==> src/wqcp_pkg.sv <==
`timescale 1ns / 1ps
// ----------------------------------------------------------------------------
// Weighted quantile cut points - shared package
// Defaults, fixed-point constants and the sequencer state type.
// ----------------------------------------------------------------------------
package wqcp_pkg;

	localparam int MAX_SAMPLES_DEF    = 1024;
	localparam int MAX_CANDIDATES_DEF = 128;

	localparam int VAL_W  = 32;
	localparam int HESS_W = 32;
	localparam int STEP_W = 17;
	localparam int RANK_W = 17;
	localparam int FRAC_W = 16;

	localparam logic [STEP_W-1:0] RANK_STEP_RST = 17'd655;
	localparam logic [VAL_W-1:0]  SIGN_BIAS     = 32'h8000_0000;

	typedef enum logic [2:0] {
		ST_IDLE,
		ST_INS_RD,
		ST_INS_CMP,
		ST_INS_WR,
		ST_W_RD,
		ST_W_CMP,
		ST_DIV
	} state_t;

endpackage

==> src/wqcp_div.sv <==
`timescale 1ns / 1ps
// ----------------------------------------------------------------------------
// Weighted quantile cut points - rank divider
// Restoring division of (num << 16) by den, one quotient bit per cycle.
// ----------------------------------------------------------------------------
module wqcp_div #(
	parameter int Bw = 43
) (
	input  logic                       clk,
	input  logic                       arst_n,
	input  logic                       start,
	input  logic [Bw-1:0]              num,
	input  logic [Bw-1:0]              den,
	output logic                       done,
	output logic [wqcp_pkg::RANK_W-1:0] quo
);

	localparam int RW = Bw + wqcp_pkg::FRAC_W;
	localparam int CW = $clog2(wqcp_pkg::RANK_W + 1);

	logic [RW-1:0]               r_q;
	logic [RW-1:0]               d_q;
	logic [wqcp_pkg::RANK_W-1:0] q_q;
	logic [CW-1:0]               cnt_q;
	logic                        busy_q;
	logic                        done_q;
	logic                        ge;

	assign ge = r_q >= d_q;

	always_ff @(posedge clk or negedge arst_n) begin
		if (!arst_n) begin
			busy_q <= 1'b0;
			done_q <= 1'b0;
			cnt_q  <= '0;
			r_q    <= '0;
			d_q    <= '0;
			q_q    <= '0;
		end else begin
			done_q <= 1'b0;
			if (start) begin
				r_q    <= {num, {wqcp_pkg::FRAC_W{1'b0}}};
				d_q    <= {den, {wqcp_pkg::FRAC_W{1'b0}}};
				q_q    <= '0;
				cnt_q  <= CW'(wqcp_pkg::RANK_W);
				busy_q <= 1'b1;
			end else if (busy_q) begin
				if (ge) begin
					r_q <= r_q - d_q;
				end
				q_q   <= {q_q[wqcp_pkg::RANK_W-2:0], ge};
				d_q   <= d_q >> 1;
				cnt_q <= cnt_q - CW'(1);
				if (cnt_q == CW'(1)) begin
					busy_q <= 1'b0;
					done_q <= 1'b1;
				end
			end
		end
	end

	assign done = done_q;
	assign quo  = q_q;

endmodule

==> config.mk <==
export PLATFORM = sky130hd
export DESIGN_NAME = wqcp_div
export DESIGN_NICKNAME = d
export VERILOG_FILES = /design/src/wqcp_pkg.sv /design/src/wqcp_div.sv
export SDC_FILE = /design/constraint.sdc
export NUM_CORES = 1
export LEC_CHECK = 0
export BUFFER_PORTS_ARGS = -buffer_cell sky130_fd_sc_hd__buf_4
export CAP_MARGIN = 20
export CELL_PAD_IN_SITES_DETAIL_PLACEMENT = 2
export CELL_PAD_IN_SITES_GLOBAL_PLACEMENT = 2
export CORE_AREA = 2 2 166 168
export CTS_BUF_LIST = sky130_fd_sc_hd__clkbuf_8
export CTS_CLUSTER_DIAMETER = 80
export DETAILED_ROUTE_END_ITERATION = 8
export DIE_AREA = 0 0 168 170
export HOLD_SLACK_MARGIN = 0.12
export PLACE_DENSITY = 0.92
export SYNTH_ARGS = -nofsm -noshare
export SYNTH_HDL_FRONTEND = slang
export SYNTH_SLANG_ARGS = --single-unit
==> constraint.sdc <==
create_clock -name clk -period 4.3 [get_ports clk]
set_input_delay 0.645 -clock clk [delete_from_list [all_inputs] [get_ports clk]]
set_output_delay 0.645 -clock clk [all_outputs]
set_load 0.02 [all_outputs]
== After elaboration in Yosys (flattened, before gate mapping) ==
Cells that the tools add are included.
Cells by class
  add/sub/neg operators: 2
  $lt $le $gt $ge: 1
  equality and inequality tests: 1
  multiplexer cells: 15
  reductions and logical operators: 3
Operators by type and width (number)
  $mux W59: 5
  $ge A59 B59 Y1: 1
  $sub A59 B59 Y59: 1
  $mux W17: 2
  $mux W5: 2
  $mux W1: 6
  $eq A5 B1 Y1 const B: 1
  $sub A5 B1 Y5 const B: 1
  $reduce_bool A2 Y1: 2
  $reduce_and A2 Y1: 1
Word-level totals
  bits in registers: 142
  input port bits: 89
  output and inout bits: 18
  logic and storage cells: 28

== Logic depth before layout (Yosys ltp) ==
Gate-level depths: netlist of run 1.
  depth in word-level cells: 4
  depth in mapped cells: 16
  depth with buffers taken out: 14

== Least setup slack after synthesis of run 1 ==
Ideal clock, no wire load.
  path type: register to register
  start point: register r_q[4]
  end point: register r_q[49]
  setup time: 130 ps
  data arrival time: 2928 ps
  data required time: 4170 ps
  path slack: 1242 ps
  cell stages (with the launch flop): 14
  path buffers: 2
  clock period less this slack: 3058 ps
  cell sequence: dfrtp_1 > ha_1 > a21o_1 > a31o_2 > or2_2 > a31oi_2 > o211a_1 > o31a_1 > nor4_2 > o21ai_2 > buf_6 > buf_4 > mux2i_1 > o21ai_1
On the way
  word-level cells in the longest chain between the ends: 4
  elaborated cells between the ends (all ways): 7
  those cells by class: add/sub: 1; order compare: 1; mux: 3; reduce/logical: 2
Ends and longest elaborated chain
  from (decl): line wqcp_div.sv:21  | logic [RW-1:0] r_q;
  from (signal assigned): line wqcp_div.sv:42  | r_q <= {num, {wqcp_pkg::FRAC_W{1'b0}}};
  from (signal assigned): line wqcp_div.sv:49  | r_q <= r_q - d_q;
  $sub A59 B59 Y59: line wqcp_div.sv:49
  $mux W59: line wqcp_div.sv:48  | if (ge) begin
  $mux W59: line wqcp_div.sv:47  | end else if (busy_q) begin
  $mux W59: line wqcp_div.sv:41  | if (start) begin
Several ways; a longest one is shown, not always the timed one. The select of a mux whose other input is x is not followed.
A chain may end at the register's enable or synchronous reset.

== Worst setup path in the final report of run 1 ==
  start point: register d_q[4]
  end point: register r_q[38]
On the way
  word-level cells in the longest chain between the ends: 4
  elaborated cells between the ends (all ways): 7
  those cells by class: add/sub: 1; order compare: 1; mux: 3; reduce/logical: 2
Ends and longest elaborated chain
  from (decl): line wqcp_div.sv:22  | logic [RW-1:0] d_q;
  from (signal assigned): line wqcp_div.sv:43  | d_q <= {den, {wqcp_pkg::FRAC_W{1'b0}}};
  from (signal assigned): line wqcp_div.sv:52  | d_q <= d_q >> 1;
  $sub A59 B59 Y59: line wqcp_div.sv:49
  $mux W59: line wqcp_div.sv:48
  $mux W59: line wqcp_div.sv:47
  $mux W59: line wqcp_div.sv:41
Several ways; a longest one is shown, not always the timed one. The select of a mux whose other input is x is not followed.

==> summary.md, run 1 <==
| Metric | Value |
|---|---|
| Shortest clock period the worst path allows after layout | 3.98 ns |
| Syn Area/Cell | 8.33 µm² |
| HPWL after detailed placement | 24000 µm |
| Clk_skew | 0.0128 ns |
| Power share of the sequential group | 0.236 |
| Final wirelength | 34300 µm |
| Final cycle utilization of the critical path | 0.927 |
| Critical path launch point type | register |
| Worst hold-check slack | 0.293 ns |
| Post-detailed-route wirelength per cell | 21.5 µm |
| Static leakage | 5.72 nW |
| Starting density of the core | 0.367 |
| Drt drc | 0 |
| Routed vias | 9045 |
| Number of I/O pins | 107 |
| Number of optimization iterations in the first detailed-route pass | 4 |
| Number of enable-type register cells in the synthesized netlist | 0 |
| Placed Cells incl. Taps | 1564 |
| FF-to-FF Start | d_q[4] |
| Total global routing track utilization | 0.248 |
| Run status | finished clean |
| Type of the worst setup path | register to register |
| Sequential-to-total area share from yosys stat | 0.363 |
| Terminus of the critical flop-to-flop path | r_q[38] |
| Syn. warnings | 0 |
| Worst skew pair latency | 0.49 ns |
| Netlist area before placement | 0.00978 mm² |
| Type of element capturing the critical path | register |
| Internal portion of total power | 4.01 mW |
| Commonest non-fill, non-tap cell in the layout | sky130_fd_sc_hd__dfrtp_1 |
| Hold bufs inserted after CTS | 0 |
| Upper clock frequency limit | 0.251 GHz |
| Number of cell instances on the worst register-to-register path | 14 |
| Setup slack of the worst register-to-register path | 0.32 ns |
| Wire length of the first global-routing pass | 56300 µm |
| Placeable core region | 0.0267 mm² |
| Tot Pwr | 8.24 mW |
| NetSw | 4.23 mW |
| Count of distinct cell types in the synthesized netlist | 61 |
| Number of cells upsized or downsized after cts | 0 |
| Max-slew headroom | 0.322 |
| H-tree lvl count | 4 |
| Share of power burned in the clock network | 0.142 |
| Die height | 170 µm |
| Transition time at the pin with the least slew margin | 1.02 ns |
| Clock sink total | 142 |
| Tightest Hold Check Type | primary input to async pin |
| Highest-count cells in the layout ignoring fill and taps | 141 x sky130_fd_sc_hd__dfrtp_1, 127 x sky130_fd_sc_hd__nand2_1, 120 x sky130_fd_sc_hd__a21oi_1 |
| Count of state elements after synthesis | 142 |
| Antenna cells | 0 |
| Die area | 0.0286 mm² |
| Count of pins over their slew limit | 0 |
| Initial antenna violation count | 0 |
| Die extent in x | 168 µm |
| Grt ovf | 0 |
| Post-synth top flop | sky130_fd_sc_hd__dfrtp_1 |
| Maximum number of pins on one net before global-route repair | 139 |
| Post-synth net total | 1325 |
| Number of global-route vias before repair | 10241 |
| CTS Root Buffer Type | sky130_fd_sc_hd__clkbuf_8 |
| Setup repair after global routing missed its margin | false |
| Clock-pin slew of the registers on the worst-case setup and hold paths | 0.11 ns |
| Buffers on Ports | 106 |
| Final Non-Filler Cells | 1596 |
| Post-synth ARST share | 1.00 |
| Post-Route Utilization | 0.423 |
| TritonCTS clock tree | yes |
| Mean number of vias per cell | 5.67 |
| Share of total power in combinational logic | 0.622 |
| Final net count | 1393 |
| Maximum buffer depth of the clock tree | 2 |
| CP max FO | 23 |
| Final antenna-violating net count | 0 |
| Post-CTS Setup Repair Bufs | 0 |
| Area post-placement | 0.0108 mm² |
| Data required time at the worst endpoint | 4.62 ns |
| Worst setup startpoint | d_q[4] |
| Proportion of layout cells with a drive suffix above 1 | 0.129 |
| VDD IR max | 290 µV |
| PwrDens | 731 mW/mm² |
| Crit path to | r_q[38] |
| Final sum of negative setup slack | 0 ns |
| Setup-violating endpoint count in the final report | 0 |
| Synth-to-Final Area Change | 15.2% |
| Final std cell area, no fill | 0.0113 mm² |
| Inserted Clock Buffers | 17 |
| Post-route setup slack | 0.315 ns |
| GPL Wtd Cong | 0.873 |
| Max cap viols | 0 |
| Worst slack, placed | 0.383 ns |
| Drt initial violations | 464 |
| Total count of hold-check failures in the final report | 0 |
| Cell Rows | 60 |
| Data arrival time of the worst path | 4.30 ns |
| Proportion of total power due to net switching | 0.514 |
| Cell count after synthesis | 1174 |
==> logic make-up after synthesis <==
| kind of cell | count (synthesis) | share of synthesized area |
|---|---|---|
| adder cells (fa/ha/maj) | 62 | 0.0801 |
| buffers and inverters | 154 | 0.0622 |
| AND/OR/NAND/NOR | 336 | 0.153 |
| XOR/XNOR | 59 | 0.0528 |
| AO/OA/AOI/OAI | 331 | 0.196 |
| flip-flops | 142 | 0.363 |
| multiplexers | 90 | 0.0925 |
==> power groups by stage <==
stage                     combinational, mW  sequential, mW  clock [mW]
after global routing                   5.58            1.99        1.25
after global placement                 4.52            1.93           0
after CTS                              5.07            1.95        1.20
after detailed placement               4.86            1.96           0
after floorplan                        3.54            1.85           0
final                                  5.13            1.94        1.17
==> Yosys cell counts (6+ instances only) <==
cell                       instances  area share
sky130_fd_sc_hd__ha_1             61       0.078
sky130_fd_sc_hd__nand3_1          10      0.0051
sky130_fd_sc_hd__a31oi_1           6      0.0038
sky130_fd_sc_hd__and3_1            8      0.0051
sky130_fd_sc_hd__dfrtp_1         142        0.36
sky130_fd_sc_hd__xor2_1           28       0.025
sky130_fd_sc_hd__nor3_1           12      0.0061
sky130_fd_sc_hd__nor2b_1           9      0.0058
sky130_fd_sc_hd__o21ai_1          11      0.0056
sky130_fd_sc_hd__a21o_1           21       0.016
sky130_fd_sc_hd__nor2_1          119       0.046
sky130_fd_sc_hd__clkbuf_1         52       0.020
sky130_fd_sc_hd__a211oi_1         10      0.0077
sky130_fd_sc_hd__nand2b_1         10      0.0064
sky130_fd_sc_hd__o21bai_1         13       0.010
sky130_fd_sc_hd__nand4_1          18       0.012
sky130_fd_sc_hd__nand2_1         127       0.049
sky130_fd_sc_hd__o21ai_0         109       0.056
sky130_fd_sc_hd__mux2i_1          87       0.089
sky130_fd_sc_hd__a21oi_1         120       0.061
sky130_fd_sc_hd__inv_1            87       0.033
sky130_fd_sc_hd__buf_2             9      0.0046
sky130_fd_sc_hd__xnor2_1          31       0.028
==> state kept, by name (all words and copies together) (netlist names) <==
register  count
d_q          59
r_q          59
quo          17
cnt_q         5
busy_q        1
done          1
==> per-layer routing <==
layer / global-route usage / share of wire / vias up
met2: 0.455 / 0.52 / 217
met1: 0.289 / 0.42 / 4557
met5: 0 / 0 / -
li1: - / - / 4194
met4: 0.0945 / 0.031 / 0
met3: 0.0416 / 0.032 / 77
==> area by class of cell <==
class | count | area (µm²)
fillers | 2954 | 15400
multi-input cells | 878 | 5630
flip-flops and latches | 142 | 3560
repair buffers | 116 | 903
well taps | 341 | 427
inverters | 87 | 327
clock buffers | 17 | 234
clock inverters | 15 | 189
==> critical path, cell delays in order (launching register included) <==
cell                      delay (ns)
sky130_fd_sc_hd__dfrtp_1        0.39
sky130_fd_sc_hd__inv_1          0.06
sky130_fd_sc_hd__ha_1           0.36
sky130_fd_sc_hd__a21o_1         0.22
sky130_fd_sc_hd__a31o_2         0.22
sky130_fd_sc_hd__or2_2          0.33
sky130_fd_sc_hd__a31oi_2        0.28
sky130_fd_sc_hd__o211a_1        0.27
sky130_fd_sc_hd__o31a_1         0.21
sky130_fd_sc_hd__nor4_2         0.08
sky130_fd_sc_hd__o21ai_4        0.54
sky130_fd_sc_hd__buf_4          0.41
sky130_fd_sc_hd__nor2_1         0.11
sky130_fd_sc_hd__a21oi_1        0.20
sky130_fd_sc_hd__o21ai_0        0.13
==> how the worst min path moves through the flow <==
stage,from,end,slack (ns),cells past startpoint
after floorplan,arst_n,busy_q,0.35,0
after global placement,r_q[0],r_q[0],0.49,2
after detailed placement,cnt_q[4],cnt_q[4],0.52,2
after CTS,arst_n,quo[11],0.33,1
after global routing,arst_n,cnt_q[0],0.32,1
final,arst_n,quo[11],0.29,1
(Power assumes the default switching activity.)
==> run 2: changes to the inputs <==
- PLACE_DENSITY: 0.92 -> default
- PLACE_DENSITY_LB_ADDON: default -> 0.1
- clock period: 4.3 -> 3.7 ns (I/O delays scaled with it)
==> summary.md, run 2 (synthesized netlist as in run 1, its figures left out) <==
| Metric | Value |
|---|---|
| Total global routing track utilization | 0.220 |
| Post-Route Utilization | 0.432 |
| Maximum buffer depth of the clock tree | 2 |
| Share of total power in combinational logic | 0.623 |
| Upper clock frequency limit | 0.286 GHz |
| Post-route setup slack | 0.208 ns |
| Min-Delay Path Depth | 3 |
| GPL Wtd Cong | 0.793 |
| Starting density of the core | 0.367 |
| Max-slew headroom | 0.531 |
| HP Start | den[35] |
| Die height | 170 µm |
| Number of cell instances on the worst register-to-register path | 13 |
| Number of I/O pins | 107 |
| Worst hold-check slack | 0.276 ns |
| Clk_skew | 0.0152 ns |
| Number of optimization iterations in the first detailed-route pass | 4 |
| Final std cell area, no fill | 0.0115 mm² |
| Type of the worst setup path | register to register |
| Highest-count cells in the layout ignoring fill and taps | 141 x sky130_fd_sc_hd__dfrtp_1, 128 x sky130_fd_sc_hd__buf_4, 127 x sky130_fd_sc_hd__nand2_1 |
| Transition time at the pin with the least slew margin | 0.704 ns |
| Proportion of layout cells with a drive suffix above 1 | 0.148 |
| Area used by sequential logic in the layout | 0.00356 mm² |
| Setup repair after global routing missed its margin | false |
| Placeable core region | 0.0267 mm² |
| Post-CTS Setup Repair Bufs | 0 |
| Tightest Hold Check Type | primary input to register |
| Share of power burned in the clock network | 0.142 |
| Shortest clock period the worst path allows after layout | 3.49 ns |
| Hold path endpoint | d_q[51] |
| Type of element capturing the critical path | register |
| Fillcell total | 3021 |
| Final cycle utilization of the critical path | 0.944 |
| Grt ovf | 0 |
| Final antenna-violating net count | 0 |
| Max cap viols | 0 |
| Internal portion of total power | 4.82 mW |
| Setup-violating endpoint count in the final report | 0 |
| Die area | 0.0286 mm² |
| Terminus of the critical flop-to-flop path | r_q[36] |
| Initial antenna violation count | 0 |
| Synth-to-Final Area Change | 17.7% |
| Cell Chain, Critical Path | inv_1 -> ha_2 -> a21o_1 -> a31o_2 -> or2_2 -> a31oi_2 -> o211a_1 -> o31a_1 -> nor4_2 -> o21ai_4 -> buf_12 -> nor2_1 -> a221o_1 |
| Data required time at the worst endpoint | 4.05 ns |
| H-tree lvl count | 4 |
| Wire length of the first global-routing pass | 50500 µm |
| Static leakage | 5.85 nW |
| Maximum number of pins on one net before global-route repair | 93 |
| Post-detailed-route wirelength per cell | 19.0 µm |
| Final net count | 1415 |
| Count of pins over their slew limit | 0 |
| Die extent in x | 168 µm |
| Proportion of total power due to net switching | 0.490 |
| FF-to-FF Start | d_q[4] |
| Clock-pin slew of the registers on the worst-case setup and hold paths | 0.11 ns |
| Final sum of negative setup slack | 0 ns |
| Number of global-route vias before repair | 9443 |
| CTS Root Buffer Type | sky130_fd_sc_hd__clkbuf_8 |
| Mean number of vias per cell | 5.37 |
| Area post-placement | 0.0110 mm² |
| Cell Rows | 60 |
| Setup slack of the worst register-to-register path | 0.21 ns |
| Drt initial violations | 341 |
| HPWL after detailed placement | 22800 µm |
| Slowest Stage Delay on Critical Path | 0.41 ns |
| Cell with the biggest individual delay on the critical path | sky130_fd_sc_hd__dfrtp_1 |
| NetSw | 4.63 mW |
| Commonest non-fill, non-tap cell in the layout | sky130_fd_sc_hd__dfrtp_1 |
| TritonCTS clock tree | yes |
| Inserted Clock Buffers | 17 |
| Power share of the sequential group | 0.236 |
| Antenna cells | 0 |
| Worst slack, placed | 0.182 ns |
| Worst skew pair latency | 0.48 ns |
| Final wirelength | 30800 µm |
| CP max FO | 35 |
| Run status | finished clean |
| VDD IR max | 397 µV |
| Critical path launch point type | register |
| Data arrival time of the worst path | 3.84 ns |
| Drt drc | 0 |
| Buffers on Ports | 106 |
| Total count of hold-check failures in the final report | 0 |
| Clock sink total | 142 |
| Routed vias | 8689 |
| PwrDens | 821 mW/mm² |
| Total area of multi-input combinational cells | 0.00565 mm² |
==> run 2: cell count changes in the layout (fill, tap and decap cells not counted), sizes merged <==
| cell | previous run | this run |
|---|---|---|
| clkbuf | 17 | 18 |
| dlygate4sd3 | 0 | 1 |
| clkinv | 8 | 9 |
| buf | 116 | 136 |
| inv | 94 | 93 |
==> run 2: cell type report <==
class,count,area share
Clock buffer,17,0.0203
Clock inverter,15,0.0164
Inverter,87,0.0284
Multi-Input combinational cell,878,0.491
Sequential cell,142,0.309
Tap cell,341,0.0371
Timing Repair Buffer,138,0.0981
==> run 2: power by group through the flow <==
stage          Clock (mW)  Sequential [mW]  Combinational [mW]
2_1_floorplan           0             2.15                4.12
3_3_place_gp            0             2.23                5.59
3_5_place_dp            0             2.26                5.76
4_1_cts              1.38             2.23                5.84
5_1_grt              1.44             2.28                6.56
6_report             1.34             2.23                5.88
==> run 2: metrics by stage <==
step | total power [mW] | cells
after detailed placement | 8.02 | 1584
final | 9.45 | 1618
after global routing | 10.3 | 1618
after floorplan | 6.26 | 1174
after global placement | 7.82 | 1584
after CTS | 9.44 | 1617
==> run 2: critical path: cells and delay by family, from the launching register on <==
family,cells,cell delay (ns)
simple gates,3,0.52
buf+inv,2,0.32
fa+ha+maj,1,0.30
flops,1,0.41
compound gates,7,1.82
==> run 2: layer usage <==
| metal | wire length (µm) | share of wire | GRT usage | vias to the layer above |
|---|---|---|---|---|
| li1 | - | - | - | 4236 |
| met1 | 14700 | 0.48 | 0.291 | 4340 |
| met5 | 0 | 0 | 0 | - |
| met2 | 15200 | 0.49 | 0.389 | 100 |
| met4 | 173 | 0.0056 | 0.0348 | 0 |
| met3 | 714 | 0.023 | 0.0319 | 13 |
==> run 2: timing repair <==
action / in CTS / in global routing
endpoints found under the hold margin: 59 / 0
resized for setup: 0 / 8
hold buffers: 1 / 0
endpoints found under the setup margin: 0 / 7
==> run 2: worst max path at each step <==
| stage | startpoint | end | slack (ns) |
|---|---|---|---|
| after floorplan | r_q[4] | r_q[49] | 0.64 |
| after global placement | d_q[4] | r_q[37] | 0.26 |
| after detailed placement | d_q[15] | r_q[58] | 0.18 |
| after CTS | d_q[15] | r_q[36] | 0.15 |
| after global routing | d_q[19] | r_q[56] | 0.01 |
| final | d_q[4] | r_q[36] | 0.21 |
==> run 3: changes to the inputs <==
- CAP_MARGIN: 20 -> default
- GPL_ROUTABILITY_DRIVEN: default -> 1
- REMOVE_ABC_BUFFERS: default -> 1
==> summary.md, run 3 (synthesized netlist as in run 1, its figures left out) <==
| Metric | Value |
|---|---|
| Run status | finished clean |
| Wire length of the first global-routing pass | 50300 µm |
| Shortest clock period the worst path allows after layout | 3.55 ns |
| Commonest non-fill, non-tap cell in the layout | sky130_fd_sc_hd__dfrtp_1 |
| Starting density of the core | 0.367 |
| Synth-to-Final Area Change | 18.1% |
| VDD IR max | 296 µV |
| Placeable core region | 0.0267 mm² |
| Tightest Hold Check Type | primary input to register |
| Die height | 170 µm |
| Setup-violating endpoint count in the final report | 0 |
| GPL Wtd Cong | 0.837 |
| Drt drc | 0 |
| Proportion of layout cells with a drive suffix above 1 | 0.152 |
| Clk_skew | 0.0181 ns |
| Maximum number of pins on one net before global-route repair | 81 |
| HP Start | den[33] |
| Total count of hold-check failures in the final report | 0 |
| Worst skew pair latency | 0.47 ns |
| PwrDens | 828 mW/mm² |
| Final net count | 1416 |
| Worst slack, placed | 0.158 ns |
| Number of global-route vias before repair | 9459 |
| Number of I/O pins | 107 |
| Static leakage | 5.86 nW |
| Transition time at the pin with the least slew margin | 0.628 ns |
| Inserted Clock Buffers | 17 |
| Total global routing track utilization | 0.218 |
| Routed vias | 8696 |
| Placed Cells incl. Taps | 1584 |
| FF-to-FF Start | d_q[16] |
| Final cycle utilization of the critical path | 0.959 |
| CP max FO | 7 |
| Post-detailed-route wirelength per cell | 18.7 µm |
| Worst hold-check slack | 0.284 ns |
| Post-route setup slack | 0.153 ns |
| Final antenna-violating net count | 0 |
| TritonCTS clock tree | yes |
| Upper clock frequency limit | 0.282 GHz |
| Min-Delay Path Depth | 3 |
| CTS Root Buffer Type | sky130_fd_sc_hd__clkbuf_8 |
| Clock-pin slew of the registers on the worst-case setup and hold paths | 0.10 ns |
| Max-slew headroom | 0.581 |
| Final wirelength | 30200 µm |
| Type of element capturing the critical path | register |
| H-tree lvl count | 4 |
| Grt ovf | 0 |
| Buffers on Ports | 106 |
| Highest-count cells in the layout ignoring fill and taps | 141 x sky130_fd_sc_hd__dfrtp_1, 130 x sky130_fd_sc_hd__buf_4, 127 x sky130_fd_sc_hd__nand2_1 |
| Data required time at the worst endpoint | 4.06 ns |
| Final Non-Filler Cells | 1619 |
| Tot Pwr | 9.56 mW |
| Max cap viols | 0 |
| Setup repair after global routing missed its margin | true |
| Number of optimization iterations in the first detailed-route pass | 4 |
| Critical path launch point type | register |
| Final std cell area, no fill | 0.0116 mm² |
| Drt initial violations | 311 |
| Terminus of the critical flop-to-flop path | r_q[17] |
| Setup slack of the worst register-to-register path | 0.15 ns |
| Data arrival time of the worst path | 3.91 ns |
| HPWL after detailed placement | 22400 µm |
| Hold path endpoint | d_q[49] |
| Initial antenna violation count | 0 |
| Area post-placement | 0.0110 mm² |
| Antenna cells | 0 |
| Mean number of vias per cell | 5.37 |
| Die extent in x | 168 µm |
| Count of pins over their slew limit | 0 |
| Die area | 0.0286 mm² |
| Maximum buffer depth of the clock tree | 2 |
| Cell Rows | 60 |
| Type of the worst setup path | register to register |
| Clock sink total | 142 |
| Number of cell instances on the worst register-to-register path | 12 |
-- run 3: report_power, final --
group          internal, mW  leakage (nW)  switching [mW]
registers              1.92          1.80           0.304
logic                  2.40          3.84            3.48
clock network         0.721         0.216           0.735
total                  5.04          5.86            4.52
-- run 3: how the worst max path moves through the flow --
stage / from / slack, ns / cells after the start / endpoint
2_1_floorplan: busy_q / -2.26 / 3 / r_q[17]
3_3_place_gp: d_q[9] / 0.24 / 11 / r_q[36]
3_5_place_dp: d_q[4] / 0.16 / 13 / r_q[36]
4_1_cts: d_q[4] / 0.03 / 14 / r_q[23]
5_1_grt: d_q[16] / -0.02 / 12 / r_q[17]
6_report: d_q[16] / 0.15 / 12 / r_q[17]
-- run 3: metrics by stage --
stage | util | TNS (ns)
2_1_floorplan | - | -111.56
3_3_place_gp | 0.414 | 0
3_5_place_dp | 0.414 | 0
4_1_cts | 0.431 | 0
5_1_grt | 0.434 | -0.0320
6_report | 0.434 | 0
-- run 3: per-layer routing --
metal / track usage / wire length, µm / share of wire / vias to the layer above
met2: 0.381 / 15000 / 0.50 / 105
li1: - / - / - / 4226
met5: 0 / 0 / 0 / -
met1: 0.285 / 14100 / 0.47 / 4337
met3: 0.0328 / 694 / 0.023 / 28
met4: 0.0537 / 435 / 0.014 / 0
-- run 3: what timing repair did --
action / in CTS / in global routing
setup buffers: 0 / 2
hold endpoints to repair: 58 / 0
gates resized for setup: 0 / 12
endpoints found under the setup margin: 0 / 16
hold buffers: 1 / 0
-- run 3: worst max-delay path, stage by stage (launching register included) --
cell and delay [ns]:
sky130_fd_sc_hd__dfrtp_1 0.38, sky130_fd_sc_hd__inv_1 0.06, sky130_fd_sc_hd__ha_1 0.42, sky130_fd_sc_hd__nand4_1 0.17, sky130_fd_sc_hd__or4_1 0.53, sky130_fd_sc_hd__o211a_1 0.27, sky130_fd_sc_hd__o31a_1 0.35, sky130_fd_sc_hd__nor4_4 0.31
sky130_fd_sc_hd__o21ai_4 0.08, sky130_fd_sc_hd__buf_12 0.17, sky130_fd_sc_hd__buf_4 0.13, sky130_fd_sc_hd__mux2_1 0.30, sky130_fd_sc_hd__mux2_2 0.26
-- run 3: area by class of cell --
| type | instances | area (µm²) |
|---|---|---|
| Timing Repair Buffer | 139 | 1130 |
| Fill cell | 2971 | 15100 |
| Tap cell | 341 | 427 |
| Inverter | 87 | 327 |
| Multi-Input combinational cell | 878 | 5680 |
| Sequential cell | 142 | 3560 |
| Clock buffer | 19 | 262 |
| Clock inverter | 13 | 178 |
